File: src/ppp_pkg.sv
// ----------------------------------------------------------------------------
// ppp_pkg
// Shared constants, register codes and pipeline control types for the
// pinhole perspective projection block.
// ----------------------------------------------------------------------------
package ppp_pkg;

    // Default coordinate word and fraction widths (signed Q16.16)
    localparam int COORD_WIDTH_DEF = 32;
    localparam int FRAC_BITS_DEF   = 16;

    // Quotient bits resolved per divider pipeline stage
    localparam int DIV_STEPS_PER_STAGE = 2;

    // Configuration register indexes
    localparam int CFG_INDEX_WIDTH = 2;

    typedef enum logic [CFG_INDEX_WIDTH-1:0] {
        CFG_FOCAL_X     = 2'd0,
        CFG_FOCAL_Y     = 2'd1,
        CFG_PRINCIPAL_X = 2'd2,
        CFG_PRINCIPAL_Y = 2'd3
    } cfg_reg_t;

    // Control flags that travel down the pipeline beside the arithmetic
    typedef struct packed {
        logic valid;   // stage holds a request
        logic front;   // point lies in front of the camera (x > 0)
        logic neg_u;   // y was negative
        logic neg_v;   // z was negative
    } ctrl_t;

endpackage

File: src/ppp_div_pipe.sv
// ----------------------------------------------------------------------------
// ppp_div_pipe
// Pipelined restoring divider: 2W-bit dividend by a positive (W-1)-bit
// divisor, giving the low W+1 quotient bits and a flag for a larger quotient.
// ----------------------------------------------------------------------------
module ppp_div_pipe
    import ppp_pkg::*;
#(
    parameter int COORD_WIDTH = COORD_WIDTH_DEF
)
(
    input  logic                       clk,
    input  logic [2*COORD_WIDTH-1:0]   dividend,
    input  logic [COORD_WIDTH-2:0]     divisor,
    output logic [COORD_WIDTH:0]       quotient,
    output logic                       overflow
);

    localparam int STEPS      = COORD_WIDTH + 1;
    localparam int NUM_STAGES = (COORD_WIDTH + DIV_STEPS_PER_STAGE) / DIV_STEPS_PER_STAGE;

    logic [COORD_WIDTH-2:0] dividend_hi;

    logic [COORD_WIDTH-1:0] rem_reg [0:NUM_STAGES];
    logic [COORD_WIDTH:0]   dq_reg  [0:NUM_STAGES];
    logic [COORD_WIDTH-2:0] dvs_reg [0:NUM_STAGES];
    logic                   ovf_reg [0:NUM_STAGES];

    // Quotient needs more than W+1 bits exactly when the upper part of the
    // dividend already reaches the divisor; otherwise it is the first remainder.
    assign dividend_hi = dividend[2*COORD_WIDTH-1:COORD_WIDTH+1];

    always_ff @(posedge clk)
    begin
        rem_reg[0] <= {1'b0, dividend_hi};
        dq_reg[0]  <= dividend[COORD_WIDTH:0];
        dvs_reg[0] <= divisor;
        ovf_reg[0] <= (dividend_hi >= divisor);
    end

    for (genvar s = 0; s < NUM_STAGES; s++)
    begin : g_stage
        logic [COORD_WIDTH-1:0] rem_next;
        logic [COORD_WIDTH-1:0] trial;
        logic [COORD_WIDTH:0]   dq_next;
        logic                   qbit;

        // Shift in dividend bits from the top, quotient bits in at the bottom
        always_comb
        begin
            rem_next = rem_reg[s];
            dq_next  = dq_reg[s];
            trial    = '0;
            qbit     = 1'b0;
            for (int k = 0; k < DIV_STEPS_PER_STAGE; k++)
            begin
                if (s * DIV_STEPS_PER_STAGE + k < STEPS)
                begin
                    trial    = {rem_next[COORD_WIDTH-2:0], dq_next[COORD_WIDTH]};
                    qbit     = (trial >= {1'b0, dvs_reg[s]});
                    rem_next = qbit ? (trial - {1'b0, dvs_reg[s]}) : trial;
                    dq_next  = {dq_next[COORD_WIDTH-1:0], qbit};
                end
            end
        end

        always_ff @(posedge clk)
        begin
            rem_reg[s+1] <= rem_next;
            dq_reg[s+1]  <= dq_next;
            dvs_reg[s+1] <= dvs_reg[s];
            ovf_reg[s+1] <= ovf_reg[s];
        end
    end

    assign quotient = dq_reg[NUM_STAGES];
    assign overflow = ovf_reg[NUM_STAGES];

endmodule

File: config.mk
export PLATFORM = sky130hd
export DESIGN_NAME = ppp_div_pipe
export DESIGN_NICKNAME = d
export VERILOG_FILES = /design/src/ppp_pkg.sv /design/src/ppp_div_pipe.sv
export SDC_FILE = /design/constraint.sdc
export NUM_CORES = 2
export LEC_CHECK = 0
export ABC_AREA = 0
export ABC_CLOCK_PERIOD_IN_PS = 14000
export BUFFER_PORTS_ARGS = -buffer_cell sky130_fd_sc_hd__clkbuf_2
export CAP_MARGIN = 40
export CORE_MARGIN = 5
export CORE_UTILIZATION = 55
export DETAILED_ROUTE_END_ITERATION = 10
export GPL_TIMING_DRIVEN = 0
export HOLD_SLACK_MARGIN = 0.03
export PLACE_DENSITY = 0.71
export SETUP_SLACK_MARGIN = 0.3
export SLEW_MARGIN = 20
export SYNTH_ARGS = -nofsm -noshare
export SYNTH_HDL_FRONTEND = slang
export SYNTH_SLANG_ARGS = --single-unit
File: constraint.sdc
create_clock -name clk -period 14 [get_ports clk]
set_clock_uncertainty 0.15 [all_clocks]
set_input_delay 0.7 -clock clk [delete_from_list [all_inputs] [get_ports clk]]
set_output_delay 0.7 -clock clk [all_outputs]
set_load 0.02 [all_outputs]
Word level (Yosys, flattened, before mapping)
Memories as Yosys holds them, arrays and structs flattened.
Index checks and enable logic that the tools add are counted.
- magnitude comparators: 34
- multiplexer cells: 33
- $add $sub $neg: 33
- operator list (operator ; count):
    $ge 32x31->1 ; 33
    $mux 32 ; 17
    $sub 32x31->32 ; 17
    $mux 31 ; 16
    $sub 31x31->31 ; 16
    $ge 31x31->1 ; 1
- logic and storage cells: 104
- output and inout port bits: 34
- memories: 4
- RAM bits: 1746
- bits of input ports: 96
- register bits: 0
- memory list (name ; depth ; width ; read ports ; clocked after Yosys merged registers in ; write ports ; RTL line ; source):
    dq_reg ; 18 ; 33 ; 18 ; 0 ; 18 ; ppp_div_pipe.sv:25 ; logic [COORD_WIDTH:0] dq_reg [0:NUM_STAGES];
    rem_reg ; 18 ; 32 ; 17 ; 0 ; 18 ; ppp_div_pipe.sv:24 ; logic [COORD_WIDTH-1:0] rem_reg [0:NUM_STAGES];
    dvs_reg ; 18 ; 31 ; 17 ; 0 ; 18 ; ppp_div_pipe.sv:26 ; logic [COORD_WIDTH-2:0] dvs_reg [0:NUM_STAGES];
    ovf_reg ; 18 ; 1 ; 18 ; 0 ; 18 ; ppp_div_pipe.sv:27 ; logic ovf_reg [0:NUM_STAGES];

Logic depth before layout (Yosys ltp)
- depth in word-level cells: 4
- gate-level depth with buffers: 31
- depth with buffers taken out: 27

Worst setup path before layout
OpenSTA, ideal clock, no wires.
- path type: reg-to-reg
- start: memory dq_reg[13][32] (netlist bit)
- end: memory rem_reg[14][30] (netlist bit)
- required time: 13.729 ns
- slack: 7.395 ns
- cell stages (with the launch flop): 27
- period minus slack after synthesis: 6.605 ns
- setup time: 0.121 ns
- buffers on the path: 2
- arrival time: 6.334 ns
- cell sequence: dfxtp_1 inv_1 ha_1 inv_1 fa_1 a21o_1 a221oi_2 a21oi_1 a211oi_2 a21oi_1 nor2b_1 nor2_1 nor4_2 clkbuf_1 mux2_2 ha_1 nor2b_1 o31a_1 o31a_1 or4_1 nand3_1 a311oi_1 a31oi_1 a211oi_1 a2111oi_4 buf_6 mux2_2
- RTL lines (what ; RTL line):
    from (decl) ; ppp_div_pipe.sv:25
    to (decl) ; ppp_div_pipe.sv:24

==> impl_results.md <==
- Run status: finished, final reports clean
- Hold path depth: 0
- First-pass GRT wire length: 408,500 microns
- CTS Hold Buffers Added: 95
- Critical path class: flip-flop to flip-flop
- Required time of the critical path: 14,550 ps
- Maxcap violations: 0
- Final Cell Area: 106,200 sq um
- Drt total wl: 265,300 microns
- Die extent in y: 426.5 microns
- Number of buffers created by CTS: 175
- Gpl congestion: 0.9662
- Dpl ws: 4930 ps
- Ratio of final minimum period to clock period: 0.6681
- TritonCTS clock tree: done
- Mean Syn Cell Area: 9.097 sq um
- Boundary Pins: 130
- Average wire per standard cell: 19.84 microns
- Final ANT Viol Nets: 0
- Area Growth Syn to Fin: 11.28%
- DR vias: 77,484
- Clock Root Buffer: clkbuf_16
- Fin util: 0.6168
- Number of flip-flops in the largest register: 594
- CP Capture Type: flip-flop
- Syn_nets: 11,668
- Fillcell total: 14,838
- Worst slew margin: 0.3733
- Clock Tree Buf Depth: 3
- Pin count of the biggest net entering global routing: 17
- Register area: 33,350 sq um
- Register area share after synthesis: 0.3496
- Initial antenna violation count: 12
- Min cycle time layout: 9354 ps
- Synth warn: 0
- Sinks on Clock Net: 1,666
- Vias in the first global route: 74,535
- H-tree level count: 4
- Startpoint type of the worst setup path: flip-flop
- Share of layout cells above drive strength 1: 0.09906
- R2R depth: 26
- Gr usage total: 0.2807
- Vias per inst: 5.795
- Top post-synthesis cells by area: dfxtp_1, ha_1, xnor2_1
- Asr flop ratio synth: 0
- Area taken by multi-input logic gates: 57,960 sq um
- FP Rows: 152
- Launching point of the worst reg2reg path: dvs_reg[12][1]$_DFF_P_
- Commonest register cell after synthesis: dfxtp_1
- Yosys top cell area share: 0.3496
- Post-DP Area: 98,990 sq um
- Flops & latches, synth: 1,666
- Clock latency on the worst-skew pair: 820 ps
- Cts repair resizes: 0
- Die X: 426.5 microns
- Final worst slack: 4646 ps
- Post-CTS Setup Bufs: 0
- Core Footprint: 172,100 sq um
- Port bufs: 129
- Commonest cells in the netlist: dfxtp_1, ha_1, a21oi_1
- Die area: 181,900 sq um
- DR pass1 iterations: 8
- Synth Instances: 10,486
- Final nets: 12,088
- Fin Setup TNS: 0 ps
- Most frequent cell after synthesis: dfxtp_1
- Top cell type by total area after synthesis: dfxtp_1
- Min-delay worst type: flip-flop to flip-flop
- Initial DRC Count: 6,154
- CP max FO: 10
- Clock slew at reported path FFs: 60 ps
- Worst-margin pin slew: 932.9 ps
- EDFF count, synth: 0
- Hold path startpoint: dq_reg[6][9]$_DFF_P_
- Drc violations: 0
- Final Setup Violations: 0
- Max Freq: 106.9 MHz
- Fin. max-slew vios: 0
- Starting Density: 0.5542
- RSZ-0062 raised after global routing: no
- Post-Syn Area: 95,390 sq um
- Worst R2R Setup Slack: 4650 ps
- Worst r2r dst: rem_reg[13][30]$_DFF_P_
- Dpl hpwl: 215,000 microns
- Gr ovfl total: 0
- Yosys cell types: 100
- Crit path DAT: 9910 ps
- Min-Delay Endpoint: dq_reg[7][11]$_DFF_P_
- Final hold vios: 0
layout make-up:
cell class | count | area share
timing repair buffer | 243 | 0.01616
inverter | 828 | 0.02928
tap | 2310 | 0.02723
clock buffer | 226 | 0.04598
multi-input combinational | 7773 | 0.5459
clock inverter | 99 | 0.01181
sequential | 1666 | 0.3142
antenna | 7 | 0.0001650
buffer | 219 | 0.009264
kinds of logic after synthesis:
logic type	after synthesis	share of synthesized area
fa+ha+maj	1086	0.1450
flops	1666	0.3496
mux	637	0.07660
simple gates	2280	0.1146
buf+inv	1047	0.04289
xor+xnor	824	0.07565
compound gates	2946	0.1957
worst max-delay path by stage:
stage                                       from                 endpoint  slack (ps)  cells past startpoint
after floorplan           dq_reg[13][32]$_DFF_P_  rem_reg[14][30]$_DFF_P_        7400                     26
after global placement    dvs_reg[12][1]$_DFF_P_  rem_reg[13][30]$_DFF_P_        5020                     26
after detailed placement  dvs_reg[10][0]$_DFF_P_  rem_reg[11][30]$_DFF_P_        4930                     29
after CTS                 dvs_reg[10][0]$_DFF_P_  rem_reg[11][30]$_DFF_P_        4850                     29
after global routing      dvs_reg[10][0]$_DFF_P_  rem_reg[11][30]$_DFF_P_        4110                     29
final                     dvs_reg[12][1]$_DFF_P_  rem_reg[13][30]$_DFF_P_        4650                     26
routing by layer:
| metal | GRT usage | up-vias | part of all wire |
|---|---|---|---|
| met5 | 0 | - | 0.000041 |
| met2 | 0.4436 | 2162 | 0.44 |
| met4 | 0.08650 | 2 | 0.031 |
| met3 | 0.04115 | 411 | 0.061 |
| li1 | - | 38387 | - |
| met1 | 0.3966 | 36522 | 0.47 |
placed cells by master, fill, tap and decap left out, types with 32 or more instances in the layout:
| cell type | netlist | final |
|---|---|---|
| o21bai_1 | 103 | 103 |
| o21ai_1 | 34 | 34 |
| nand2b_1 | 107 | 107 |
| dlygate4sd3_1 | 0 | 95 |
| xor2_1 | 249 | 249 |
| nand3_1 | 177 | 177 |
| clkbuf_1 | 140 | 161 |
| nand4_1 | 136 | 136 |
| o21ai_0 | 632 | 632 |
| ha_1 | 1054 | 1054 |
| nor3_1 | 155 | 155 |
| dfxtp_1 | 1666 | 1666 |
| o211ai_1 | 42 | 42 |
| clkbuf_16 | 0 | 175 |
| mux2_4 | 52 | 52 |
| o31ai_1 | 70 | 70 |
| a31oi_1 | 90 | 90 |
| nor2b_1 | 124 | 124 |
| nor2_1 | 567 | 567 |
| clkbuf_2 | 0 | 134 |
| a21oi_1 | 904 | 904 |
| buf_2 | 45 | 48 |
| mux2_1 | 92 | 92 |
| fa_1 | 32 | 32 |
| o21a_1 | 143 | 143 |
| or3_1 | 53 | 53 |
| xnor2_1 | 575 | 575 |
| and2_1 | 47 | 47 |
| mux2_2 | 444 | 444 |
| a211oi_1 | 102 | 102 |
| inv_1 | 823 | 823 |
| a21o_1 | 430 | 430 |
| and4_1 | 32 | 32 |
| mux2i_1 | 49 | 49 |
| and3_1 | 74 | 74 |
| nand2_1 | 680 | 680 |
worst max-delay path: stages (launching register included):
cell and delay, ps:
dfxtp_1 420, inv_1 130, fa_1 470, a21o_1 220
a221oi_1 370, a21oi_1 240, nor2_1 150, o21bai_1 180
a31oi_1 610, o211ai_1 190, a31oi_1 210, clkbuf_1 620
clkbuf_1 650, mux2_2 430, ha_1 350, nor2b_1 170
o31a_1 280, o221ai_1 550, o21ai_0 340, o221ai_1 330
o21a_1 220, a21oi_1 100, o21a_1 210, a211o_1 280
a21oi_2 460, buf_2 460, mux2_2 390
through the flow:
step                      std cells  hold WS [ps]
after floorplan               10486         159.6
after global placement        12925         159.5
after detailed placement      12933         162.1
after CTS                     13353         161.5
after global routing          13365         164.5
final                         13371         170.7
Power is left out: the tool's default activity adds up to more than one toggle a clock period on the data nets, which glitch-free logic cannot reach.
